===== config.mk =====
export PLATFORM = sky130hd
export DESIGN_NAME = npcs_cell
export DESIGN_NICKNAME = d
export VERILOG_FILES = /design/src/rtl/nearest_palette_color_search_defines.svh /design/src/rtl/npcs_pkg.sv /design/src/rtl/npcs_cell.sv
export SDC_FILE = /design/constraint.sdc
export NUM_CORES = 1
export LEC_CHECK = 0
export BUFFER_PORTS_ARGS = -buffer_cell sky130_fd_sc_hd__buf_2
export CORE_ASPECT_RATIO = 1.4
export CORE_MARGIN = 1
export CORE_UTILIZATION = 60
export CTS_CLUSTER_SIZE = 20
export DETAILED_ROUTE_END_ITERATION = 16
export PLACE_DENSITY_LB_ADDON = 0.15
export RECOVER_POWER = 25
export REMOVE_ABC_BUFFERS = 1
export SLEW_MARGIN = 20
export SYNTH_ARGS = -nofsm -noshare
export SYNTH_HDL_FRONTEND = slang
export SYNTH_SLANG_ARGS = --single-unit

===== constraint.sdc =====
create_clock -name clk_i -period 24 [get_ports clk_i]
set_input_delay 4.8 -clock clk_i [delete_from_list [all_inputs] [get_ports clk_i]]
set_output_delay 4.8 -clock clk_i [all_outputs]
set_load 0.05 [all_outputs]

===== src/rtl/nearest_palette_color_search_defines.svh =====
// Assertion macros shared by the nearest palette color search RTL.
`ifndef NEAREST_PALETTE_COLOR_SEARCH_DEFINES_SVH
`define NEAREST_PALETTE_COLOR_SEARCH_DEFINES_SVH
`ifndef SYNTH
// Plain property check, disabled while in reset.
`define NPCS_ASSERT(lbl, clk, rstn, prop) \
  lbl: assert property (@(posedge clk) disable iff (!rstn) (prop)) \
    else $error("assertion failed");
// Implication check: when ante holds, cons must hold in the same cycle.
`define NPCS_ASSERT_IMP(lbl, clk, rstn, ante, cons) \
  lbl: assert property (@(posedge clk) disable iff (!rstn) (ante) |-> (cons)) \
    else $error("assertion failed");
`else
`define NPCS_ASSERT(lbl, clk, rstn, prop)
`define NPCS_ASSERT_IMP(lbl, clk, rstn, ante, cons)
`endif
`endif


===== src/rtl/npcs_pkg.sv =====
// Package with shared constants and types of the nearest palette color search.
package npcs_pkg;

  localparam int DEF_PALETTE_ENTRIES = 256;
  localparam int DEF_CHANNEL_BITS    = 8;
  localparam int IN_INDEX_BITS       = 8;
  localparam int OUT_INDEX_BITS      = 8;
  localparam int IN_CHAN_BITS        = 8;

  localparam logic CMD_WRITE = 1'b0;
  localparam logic CMD_QUERY = 1'b1;

  // Palette write beat broadcast to every cell.
  typedef struct packed {
    logic                     en;
    logic [IN_INDEX_BITS-1:0] idx;
  } pal_wr_t;

endpackage


===== src/rtl/npcs_cell.sv =====
// One palette cell: holds an entry and updates the passing query's best match.
module npcs_cell #(
  parameter int CHAN_BITS = 8,
  parameter int IDX_BITS  = 8,
  parameter int CELL_IDX  = 0
) (
  input  logic                   clk_i,
  input  logic                   rst_ni,
  input  npcs_pkg::pal_wr_t      wr_i,
  input  logic [CHAN_BITS-1:0]   wr_red_i,
  input  logic [CHAN_BITS-1:0]   wr_green_i,
  input  logic [CHAN_BITS-1:0]   wr_blue_i,
  input  logic                   q_vld_i,
  input  logic [CHAN_BITS-1:0]   q_red_i,
  input  logic [CHAN_BITS-1:0]   q_green_i,
  input  logic [CHAN_BITS-1:0]   q_blue_i,
  input  logic [IDX_BITS-1:0]    q_best_idx_i,
  input  logic [2*CHAN_BITS+1:0] q_best_dist_i,
  output logic                   q_vld_o,
  output logic [CHAN_BITS-1:0]   q_red_o,
  output logic [CHAN_BITS-1:0]   q_green_o,
  output logic [CHAN_BITS-1:0]   q_blue_o,
  output logic [IDX_BITS-1:0]    q_best_idx_o,
  output logic [2*CHAN_BITS+1:0] q_best_dist_o
);
  import npcs_pkg::*;

  localparam int DW = 2 * CHAN_BITS + 2;

  logic [CHAN_BITS-1:0] ent_red_q, ent_green_q, ent_blue_q;
  logic                 vld_q;
  logic [CHAN_BITS-1:0] red_q, green_q, blue_q;
  logic [IDX_BITS-1:0]  best_idx_q, best_idx_d;
  logic [DW-1:0]        best_dist_q, best_dist_d;
  logic [CHAN_BITS-1:0] dr, dg, db;
  logic [2*CHAN_BITS-1:0] sr, sg, sb;
  logic [DW-1:0]        cur_dist;
  logic                 wr_hit;

  // The write beat lands here only when its index names this cell.
  assign wr_hit = wr_i.en && (32'(wr_i.idx) == 32'(CELL_IDX));

  always_ff @(posedge clk_i or negedge rst_ni) begin
    if (!rst_ni) begin
      ent_red_q   <= '0;
      ent_green_q <= '0;
      ent_blue_q  <= '0;
    end else if (wr_hit) begin
      ent_red_q   <= wr_red_i;
      ent_green_q <= wr_green_i;
      ent_blue_q  <= wr_blue_i;
    end
  end

  // Squared distance between the passing query and the stored entry.
  always_comb begin
    dr = (q_red_i >= ent_red_q) ? q_red_i - ent_red_q : ent_red_q - q_red_i;
    dg = (q_green_i >= ent_green_q) ? q_green_i - ent_green_q : ent_green_q - q_green_i;
    db = (q_blue_i >= ent_blue_q) ? q_blue_i - ent_blue_q : ent_blue_q - q_blue_i;
    sr = dr * dr;
    sg = dg * dg;
    sb = db * db;
    cur_dist = DW'(sr) + DW'(sg) + DW'(sb);
  end

  // Strictly smaller wins, so ties keep the lower index.
  always_comb begin
    if (cur_dist < q_best_dist_i) begin
      best_idx_d  = IDX_BITS'(CELL_IDX);
      best_dist_d = cur_dist;
    end else begin
      best_idx_d  = q_best_idx_i;
      best_dist_d = q_best_dist_i;
    end
  end

  always_ff @(posedge clk_i or negedge rst_ni) begin
    if (!rst_ni) begin
      vld_q <= 1'b0;
    end else begin
      vld_q <= q_vld_i;
    end
  end

  always_ff @(posedge clk_i) begin
    red_q       <= q_red_i;
    green_q     <= q_green_i;
    blue_q      <= q_blue_i;
    best_idx_q  <= best_idx_d;
    best_dist_q <= best_dist_d;
  end

  assign q_vld_o       = vld_q;
  assign q_red_o       = red_q;
  assign q_green_o     = green_q;
  assign q_blue_o      = blue_q;
  assign q_best_idx_o  = best_idx_q;
  assign q_best_dist_o = best_dist_q;

endmodule


* Yosys cells after proc, flatten, opt, wreduce, memory -nomap -nowiden
Cells that the tools add are included.
Widths: inputs -> output; s select.
** Storage, ports and cells
- Bits of input ports :: 86
- Output and inout bits :: 51
- Flip-flop bits (word level) :: 75
** Cells by class
- Reductions and logical operators :: 2
- Magnitude comparators :: 4
- Add/sub/neg operators :: 8
- Multiplexer cells :: 4
- Multiply operators :: 3
** Operators with widths (count)
- $mul 8x8->16 :: 3
- $sub 8x8->8 :: 6
- $ge 8x8->1 :: 3
- $mux 8 :: 3
- $add 17x16->18 :: 1
- $lt 18x18->1 :: 1
- $mux 18 :: 1
- $add 16x16->17 :: 1
- $logic_not 8->1 :: 1
- $logic_and 1x1->1 :: 1

* Logic depth before layout (Yosys ltp)
Gate-level depths: netlist of run 1.
- Word-level depth :: 7
- Gate-level depth with buffers :: 42

* Worst setup path after synthesis of run 1
Ideal clock, no wire load.
- Path type :: input-to-reg
- From :: in q_red_i[0]
- To :: reg best_dist_q[10], in the netlist q_best_dist_o[10]
- Data arrival time :: 13.611 ns
- Path slack :: 10.269 ns
- Required time :: 23.879 ns
- Stages :: 38
- Library setup time :: 0.121 ns
- Cell sequence :: inv_1 > ha_1 > inv_1 > fa_1 > a21o_1 > a211oi_2 > o21bai_2 > a211oi_1 > a21oi_1 > xnor2_1 > buf_2 > nor2_1 > fa_1 > fa_1 > inv_1 > fa_1 > fa_1 > inv_1 > [... 2 more ...] > inv_1 > fa_1 > inv_1 > ha_1 > a21oi_1 > o21ai_0 > a21oi_1 > o31ai_2 > a31oi_1 > xnor2_1 > ha_1 > a21o_1 > a21o_1 > a21oi_1 > o211ai_1 > a31oi_2 > buf_2 > mux2_2
** On the way
- Longest elaborated chain between the ends :: 7
- Elaborated cells on any way between the ends :: 9
- Those cells by class :: add/sub: 4; mul: 1; order compare: 2; mux: 2
** Ends and longest elaborated chain
- from (decl) :: RTL line npcs_cell.sv:14 : input logic [CHAN_BITS-1:0] q_red_i,
- $sub 8x8->8 or $ge 8x8->1 (tied branches) :: RTL line npcs_cell.sv:57 : dr = (q_red_i >= ent_red_q) ? q_red_i - ent_red_q : ent_red_q - q_red_i;
- $mux 8 (*) :: RTL line npcs_cell.sv:57
- $mul 8x8->16 (*) :: RTL line npcs_cell.sv:60 : sr = dr * dr;
- $add 16x16->17 (*) :: RTL line npcs_cell.sv:63 : cur_dist = DW'(sr) + DW'(sg) + DW'(sb);
- $add 17x16->18 (*) :: RTL line npcs_cell.sv:63
- $lt 18x18->1 :: RTL line npcs_cell.sv:68 : if (cur_dist < q_best_dist_i) begin
- $mux 18 (*) :: RTL line npcs_cell.sv:68
- named net best_dist_d[10] :: RTL line npcs_cell.sv:34 : logic [DW-1:0] best_dist_q, best_dist_d;
- to (signal assigned) :: RTL line npcs_cell.sv:90 : best_dist_q <= best_dist_d;
- to (decl) :: RTL line npcs_cell.sv:34
Mark *: on every way through the listed nets, which the timed path passes. The rest lies on a longest branch.
A chain may end at the register's enable or synchronous reset.

* Worst setup path after layout of run 1
- From :: in q_red_i[0]
- To :: reg best_dist_q[11], in the netlist q_best_dist_o[11]
Same word-level chain as after synthesis.

==> flow_results.org, run 1 <==
** Clock network
- The clock tree synthesis step divided the H-tree into 3 levels.
- # resized after CTS :: 0
- Maximum buffer depth of the clock tree :: 2
- Setup bufs post-CTS :: 0
- The tree is rooted in a sky130_fd_sc_hd__clkbuf_16.
- Clock tree synthesis found a total of 75 sinks.
- Clock network latency to the later pin of the worst-skew pair :: between 0.3 and 0.4 ns
- Number of buffers added by the clock tree synthesis step :: 9
- After clock tree synthesis, the clock-pin slew on the worst setup and hold paths is around 0.06 ns.
- Buffers inserted to repair hold after CTS numbered 0.
- TritonCTS built the clock tree.

** Global routing
- Global-route track usage on met2 :: 50.6%
- Met3 Use GR :: around 3.1%
- Global-route wire length before repair :: ~36 mm
- Entering global routing, the biggest net connects 26 pins.
- Global routing finished with a remaining overflow of 0.
- Met1 track utilization from global routing :: between 20% and 30%
- Global routing's busiest layer :: met2
- Initial antenna violation count :: 0
- In the global route stage, overall resource usage came out at 26.1%.
- Via count of the first global-routing pass :: around 8,000

** Synth
- Synthesized instance count :: ~1,100
- For this run, the leading register cell type out of synthesis is sky130_fd_sc_hd__dfxtp_1.
- Synth Area per Inst :: around 9.4 um2
- By area the synthesized netlist is led by sky130_fd_sc_hd__fa_1 27%, sky130_fd_sc_hd__ha_1 17%, sky130_fd_sc_hd__inv_1 9.9%.
- Fraction of registers with async set or reset after synthesis :: between 30% and 40%
- Sequential fraction of the synthesis area :: approximately 16%
- sky130_fd_sc_hd__inv_1 is the most common cell in the netlist.
- Unique cell type count in the Yosys netlist :: 79
- In this run the cell area of the synthesized design comes to 10,300 um2.
- Post-synth EDFFs :: 0
- Summed over its instances, the top area cell type makes up approximately 27% of the synthesized netlist area.
- The synthesized design contains 75 register bits.
- Synth top cells by count :: 273 x sky130_fd_sc_hd__inv_1, 141 x sky130_fd_sc_hd__ha_1, 139 x sky130_fd_sc_hd__fa_1
- Syn. warnings :: 0
- Cell accounting for the most synthesized area :: sky130_fd_sc_hd__fa_1

** Floorplan
- Core outline area :: approximately 17,000 um2
- Measured along the y axis, the die boundary spans approximately 160 um.
- Number of core rows :: 56
- Count of boundary I/O pins :: between 100 and 150
- The die is around 110 um wide.
- The die covers roughly 18,000 um2.
- Initial cell density of the core :: 61.5%

** Placement
- DP HPWL :: between 15 and 20 mm
- IO Port Bufs :: 136
- Final weighted congestion in routability-driven placement :: between 0.9 and 1
- At the placement stage, the worst setup path has a slack of ~9 ns.

** Drt
- Final ANT Viol Nets :: 0
- The routed design has approximately 21 mm of wire.
- In the routed layout, each cell is associated on average with a via count of 5.31.
- Routed length per instance :: around 15 um
- Detailed Routing Iterations Pass 1 :: 5
- Number of violations reported at the end of detailed-routing iteration 0 :: 295
- Detailed routing inserted a total of approximately 7,600 vias.
- After detailed routing, the number of remaining DRC violations is 0.

** Run status
- Run status :: finished, final reports clean

** Timing
- Setup repair after global routing left no endpoint under its margin.
- Clock period minus worst slack :: around 15 ns
- Summed over all failing endpoints, the final setup total negative slack is 0 ns.
- Worst slew margin relative to its limit :: approximately 7.3%
- Across all setup checks in the final design, the least slack found is about 9.4 ns.
- For this run, the top clock speed supported by timing is about 69 MHz.
- The number of endpoints with negative hold slack in the final report was 0.
- The number of max-slew violations in the final report is 0.
- Final setup violation count :: 0
- Transition time at the pin with the least slew margin :: around 1.4 ns
- Clock skew on the completed layout was measured at 0.0105 ns.
- The worst path uses roughly 61% of the clock period.

** Critical path
- Most common cell type on the critical path :: sky130_fd_sc_hd__fa_1
- Crit-path max cell delay :: 0.72 ns
- STA classifies the critical path endpoint as a flip-flop.
- Category of the most critical setup path :: in2reg
- On the critical path, the stage with the largest delay is an instance of sky130_fd_sc_hd__xnor2_1.
- Data arrives at the worst endpoint at approximately 15 ns.
- The worst setup path is launched from a primary input.
- In this run the worst path has a maximum fanout of 20.
- Worst Path Required :: 24.23 ns

** Cells and area
- Antenna diode instance count :: 0
- Footprint of the multi-input gates :: between 7000 and 8000 um2
- Cells fill between 60% and 70% of the core in the end.
- Area overhead of the layout relative to synthesis :: 11.0%
- Registers take around 1600 um2.
- Of the cells placed in the final design, the portion with a size suffix greater than 1 is between 15 and 20%.
- The final layout contains 1,593 nets.
- Count of fill cells added during filler insertion :: roughly 1,400

** Hold path
- The path class of the tightest hold or removal check is reg2reg.

** Flow run
- Across the run, the number of max-cap violations was 0.
[area by class of cell]
cell class / instances / area share (%)
Timing Repair Buffer: 141 / 5.99
Tap cell: 203 / 2.21
Clock inverter: 7 / 0.915
Clock buffer: 9 / 1.96
Multi-Input combinational cell: 725 / 65.8
Sequential cell: 75 / 14.2
Inverter: 275 / 8.99
[registers in the layout, indices dropped and copies added, names as in the netlist]
register and cells:
ent_green_q 8, q_best_dist_o 18, ent_blue_q 8, q_vld_o 1
q_blue_o 8, ent_red_q 8, q_best_idx_o 8, q_red_o 8
q_green_o 8
[path summary, 6_finish.rpt]
check	startpoint	endpoint	slack (ns)	depth (start not counted)
max reg2reg	ent_red_q[0]	q_best_dist_o[11]	13.59	36
min	ent_green_q[7]	ent_green_q[7]	0.51	1
max in group asynchronous	rst_ni	ent_red_q[1]	18.42	1
max	q_red_i[0]	q_best_dist_o[11]	9.41	38
min in group asynchronous	rst_ni	ent_green_q[5]	4.76	1
min reg2reg	ent_green_q[7]	ent_green_q[7]	0.51	1
[cell usage in the layout (no fill, tap or decap), types with 24 or more instances in the layout]
master                       n
sky130_fd_sc_hd__inv_1     273
sky130_fd_sc_hd__ha_1      141
sky130_fd_sc_hd__fa_1      139
sky130_fd_sc_hd__buf_2     112
sky130_fd_sc_hd__nor2_1     77
sky130_fd_sc_hd__dfxtp_1    50
sky130_fd_sc_hd__mux2_2     43
sky130_fd_sc_hd__a21oi_1    39
sky130_fd_sc_hd__a21o_1     28
sky130_fd_sc_hd__dfrtp_1    25
sky130_fd_sc_hd__clkbuf_1   24
[per-layer routing]
metal  routed length [um]  vias up
met5                    0        -
met2                11600      179
met4                 1040        0
met1                 7990     3678
met3                  673       46
li1                     -     3715
[cells by family (layout without fill, tap and decap cells)]
family                   count (synthesis)  after routing  share of synthesized area, %
flip-flops                              75             75                          15.7
AND/OR/NAND/NOR                        214            214                          10.5
buffers and inverters                  302            432                          11.3
AO/OA/AOI/OAI                          150            150                          10.0
multiplexers                            52             52                          5.60
adder cells (fa/ha/maj)                280            280                          43.9
XOR/XNOR                                29             29                          2.89
[per-stage QoR]
stage	cell area, um2	hold slack, ns	instances
6_report	11500	0.512	1435
2_1_floorplan	10200	0.480	1075
3_3_place_gp	11200	0.488	1419
3_5_place_dp	11200	0.499	1419
4_1_cts	11500	0.513	1435
5_1_grt	11500	0.526	1435
[worst max-delay path: cells and delay by family]
| kind | cells | cell delay, ns |
|---|---|---|
| buffers and inverters | 8 | 0.76 |
| xor gates and xnor gates | 2 | 0.88 |
| AOI/OAI and AO/OA | 15 | 3.02 |
| adders and majority gates | 11 | 4.82 |
| muxes | 1 | 0.37 |
| and+or+nand+nor | 1 | 0.17 |
Power of run 1 is left out: the tool's default activity adds up to more than one toggle a clock period on the data nets, which glitch-free logic cannot reach.
==> run 2, diff against run 1 <==
Settings changed: ABC_AREA set to 1.
Clock period 24 ns to 15.2 ns, I/O delays scaled along.
==> run 2 against run 1 <==
- final cell count up 23%
- highest routed layer unchanged
- clock-buffer cell count up 2
- synthesized cell count up 27%
- sequential share of layout area down 0.57 points
- cell area up 4.2%
==> flow_results.org, run 2 <==
** Placement
- The count of buffers inserted at the top-level ports came to 136 (unchanged).
- The half-perimeter wire length of the detailed placement result came to 19.8 mm (+9.5%).
- Final weighted congestion in routability-driven placement :: 0.923 (+1.9%)

** Drt
- The detailed-route via count was 8,800 (+16%).
- The number of nets with antenna violations after detailed routing is 0 (unchanged).
- Per-cell via count in the routed design :: 4.98 (-6.2%)
- Routed length per instance :: 13.1 um (-12%)
- Number of remaining DRC errors :: 0 (unchanged)
- The total wire length after detailed routing was 23.2 mm (+8.8%).
- Number of violations reported at the end of detailed-routing iteration 0 :: 276 (-6.4%)
- Detailed Routing Iterations Pass 1 :: 5 (unchanged)

** Synth
- Fraction of registers with async set or reset after synthesis :: 33.3% (unchanged)
- The number of storage elements in the synthesis netlist is 75 (unchanged).
- Synth top cells by count :: 354 x sky130_fd_sc_hd__inv_1, 304 x sky130_fd_sc_hd__nand2_1, 141 x sky130_fd_sc_hd__ha_1
- The synthesized area per cell was 7.77 um2 (-17%).
- Syn. warnings :: 0 (unchanged)
- In the post-synthesis netlist, the biggest area contributors are sky130_fd_sc_hd__fa_1 26%, sky130_fd_sc_hd__ha_1 16%, sky130_fd_sc_hd__inv_1 12%.
- Post-synth top area share :: 25.7% (-1.2 points)
- Total standard cell area after synthesis :: 10,800 um2 (+4.8%)
- Cell accounting for the most synthesized area :: sky130_fd_sc_hd__fa_1
- Most used flip-flop cell after synthesis :: sky130_fd_sc_hd__dfxtp_1
- The cell count after synthesis is 1,395 (+27%).
- Post-synth EDFFs :: 0 (unchanged)
- The sequential fraction of the synthesis area is 15.0% (-0.71 points).
- Unique cell type count in the Yosys netlist :: 43 (-46%)
- By instance count, the leading cell after synthesis is sky130_fd_sc_hd__inv_1.

** Global routing
- Global-route wire length before repair :: 39.1 mm (+8.7%)
- Initial antenna violation count :: 0 (unchanged)
- The global-route congestion overflow total was 0 (unchanged).
- Pin count of the biggest net entering global routing :: 49 (+88%)
- The overall global routing resource usage is 27.1% (+1.1 points).
- The via count of the first global-routing pass was 9,029 (+13%).

** Timing
- Clk_skew :: 0.0136 ns (+0.00307 ns)
- Clock period minus worst slack :: about 12 ns
- Unrepaired setup endpoints after global routing :: false
- The max-slew headroom at the worst pin came to 1.30% (-6.0 points).
- Transition time at the pin with the least slew margin :: 1.48 ns (+0.0897 ns)
- Share of the cycle needed by the critical path after routing :: between 70% and 80%
- Final setup violation count :: 0 (unchanged)
- The number of endpoints with negative hold slack in the final report was 0 (unchanged).
- For this run, the top clock speed supported by timing is 86.0 MHz.
- The number of max-slew violations in the final report came to 0 (unchanged).
- The setup TNS after final layout was 0 ns (unchanged).

** Floorplan
- The die area was 18,600 um2 (+4.7%).
- The standard-cell row count is 57 (+1.8%).
- The y dimension of the die is 161 um (+2.3%).
- Count of boundary I/O pins :: 137 (unchanged)
- Core outline area :: 17,500 um2 (+4.3%)
- The die outline width is 116 um (+2.3%).
- The starting density of the core is 61.8% (+0.25 points).

** Critical path
- Crit-path max cell delay :: 0.82 ns (+0.10 ns)
- Origin of the worst setup path :: q_blue_i[0]
- Cell at the slowest stage of the critical path :: sky130_fd_sc_hd__nand3b_1
- STA classifies the critical path endpoint as a flip-flop.
- The critical path data required time came to 15.45 ns (-8.78 ns).
- The combined buffer and inverter count along the critical path came to 8 (unchanged).
- Family of cells with the greatest summed delay on the critical path :: adder cells
- The worst setup path is launched from a primary input.
- Maximum net fanout on the critical path :: 29 (+45%)
- Crit path DAT :: 11.88 ns (-2.95 ns)
- Most common cell type on the critical path :: sky130_fd_sc_hd__nand2_1
- Category of the most critical setup path :: in2reg
- The startpoint identified for the worst register-to-register timing path is ent_blue_q[0].

** Clock network
- The number of buffers on the longest clock path was 2 (unchanged).
- Clock transition at the registers of the reported paths :: 0.07 ns (about the same)
- The total clock sinks was 75 (unchanged).
- CTS tree :: built
- The clock insertion delay at the later pin of the skew report was 0.37 ns (+0.02 ns).
- Number of buffers added by the clock tree synthesis step :: 9 (unchanged)
- Hold buffer count at CTS :: 0 (unchanged)
- Number of H-tree levels :: 3 (unchanged)
- CTS Root Buffer Type :: sky130_fd_sc_hd__clkbuf_16
- The number of resized instances in the post-cts repair step came to 0 (unchanged).
- Setup bufs post-CTS :: 0 (unchanged)

** Flow run
- Max Cap Viol :: 0 (unchanged)

** Hold path
- Hold path startpoint :: ent_green_q[7]
- The worst hold path belongs to the class reg2reg.

** Cells and area
- Leading cell types in the layout, fill and taps excluded :: 354 x sky130_fd_sc_hd__inv_1, 304 x sky130_fd_sc_hd__nand2_1, 141 x sky130_fd_sc_hd__ha_1
- Area overhead of the layout relative to synthesis :: 10.4%
- The number of fill cells came to 1,576 (+11%).
- Footprint of the multi-input gates :: 7710 um2 (+2.1%)
- The net count of the finished layout came to 1,892 (+19%).
- Antenna diode instance count :: 0 (unchanged)
- The sequential cell area came to 1630 um2 (unchanged).
- Leaving out fill and tap cells, the most frequent cell in the layout is sky130_fd_sc_hd__inv_1.
- The layout cell share with drive strength beyond 1 came to 13.1% (-3.8 points).
- The number of flip-flops under the largest register name was 18 (unchanged).

** Run status
- Run status :: finished, final reports clean
[run 2: cell count changes in the layout (fill, tap and decap cells not counted), sizes merged, moves of 9 or more]
cell,change
nand2,+311
inv,+92
mux2,-44
nand3,+36
nor2,+30
a21o,-26
o21ai,+26
nor2b,-22
nand2b,-21
nor3,-10
or2,-9
xnor2,-9
[run 2: kinds of logic after synthesis]
group | share of synthesized area [%]
and+or+nand+nor | 21.1
buffers and inverters | 13.9
adders and majority gates | 42.0
AOI/OAI and AO/OA | 5.84
DFF | 15.0
xor gates and xnor gates | 2.18
[run 2: worst paths after layout]
path                                    endpoint  slack (ns)  depth (start not counted)
worst max-delay path            q_best_dist_o[9]        3.57                         40
worst min-delay path              ent_green_q[7]        0.54                          2
worst max register to register  q_best_dist_o[9]        6.04                         38
worst min register to register    ent_green_q[7]        0.54                          2
max in group asynchronous           ent_red_q[1]       11.30                          1
min in group asynchronous         ent_green_q[7]        3.02                          1
[run 2: cell type report]
class,instances,area share [%]
Clock inverter,5,0.314
Inverter,370,11.7
Multi-Input combinational cell,933,64.4
Tap cell,236,2.47
Timing Repair Buffer,137,5.50
Clock buffer,11,2.03
Sequential cell,75,13.6
[run 2: metrics by stage]
| stage | area [um2] | hold WS [ns] | instances | setup slack [ns] | utilization, % |
|---|---|---|---|---|---|
| 6_report | 12000 | 0.539 | 1767 | 3.57 | 68.2 |
| 5_1_grt | 12000 | 0.585 | 1767 | 2.85 | 68.2 |
| 4_1_cts | 12000 | 0.550 | 1767 | 3.62 | 68.4 |
| 3_5_place_dp | 11700 | 0.535 | 1751 | 3.27 | 66.8 |
| 3_3_place_gp | 11700 | 0.520 | 1751 | 3.42 | 66.8 |
| 2_1_floorplan | 10700 | 0.507 | 1378 | 4.38 | - |
[run 2: routing by layer]
| layer | vias up | track usage (%) | share of wire, % |
|---|---|---|---|
| met5 | - | 0 | 0 |
| met4 | 0 | 14.5 | 4.4 |
| met3 | 62 | 3.30 | 2.8 |
| met2 | 174 | 51.4 | 55 |
| met1 | 4161 | 28.5 | 38 |
| li1 | 4403 | - | - |
[run 2: worst min-delay path: stages, from the launching register on]
cell	delay, ns
sky130_fd_sc_hd__dfrtp_1	0.32
sky130_fd_sc_hd__inv_1	0.05
sky130_fd_sc_hd__o21ai_0	0.14
Power of run 2 is left out for the same reason.
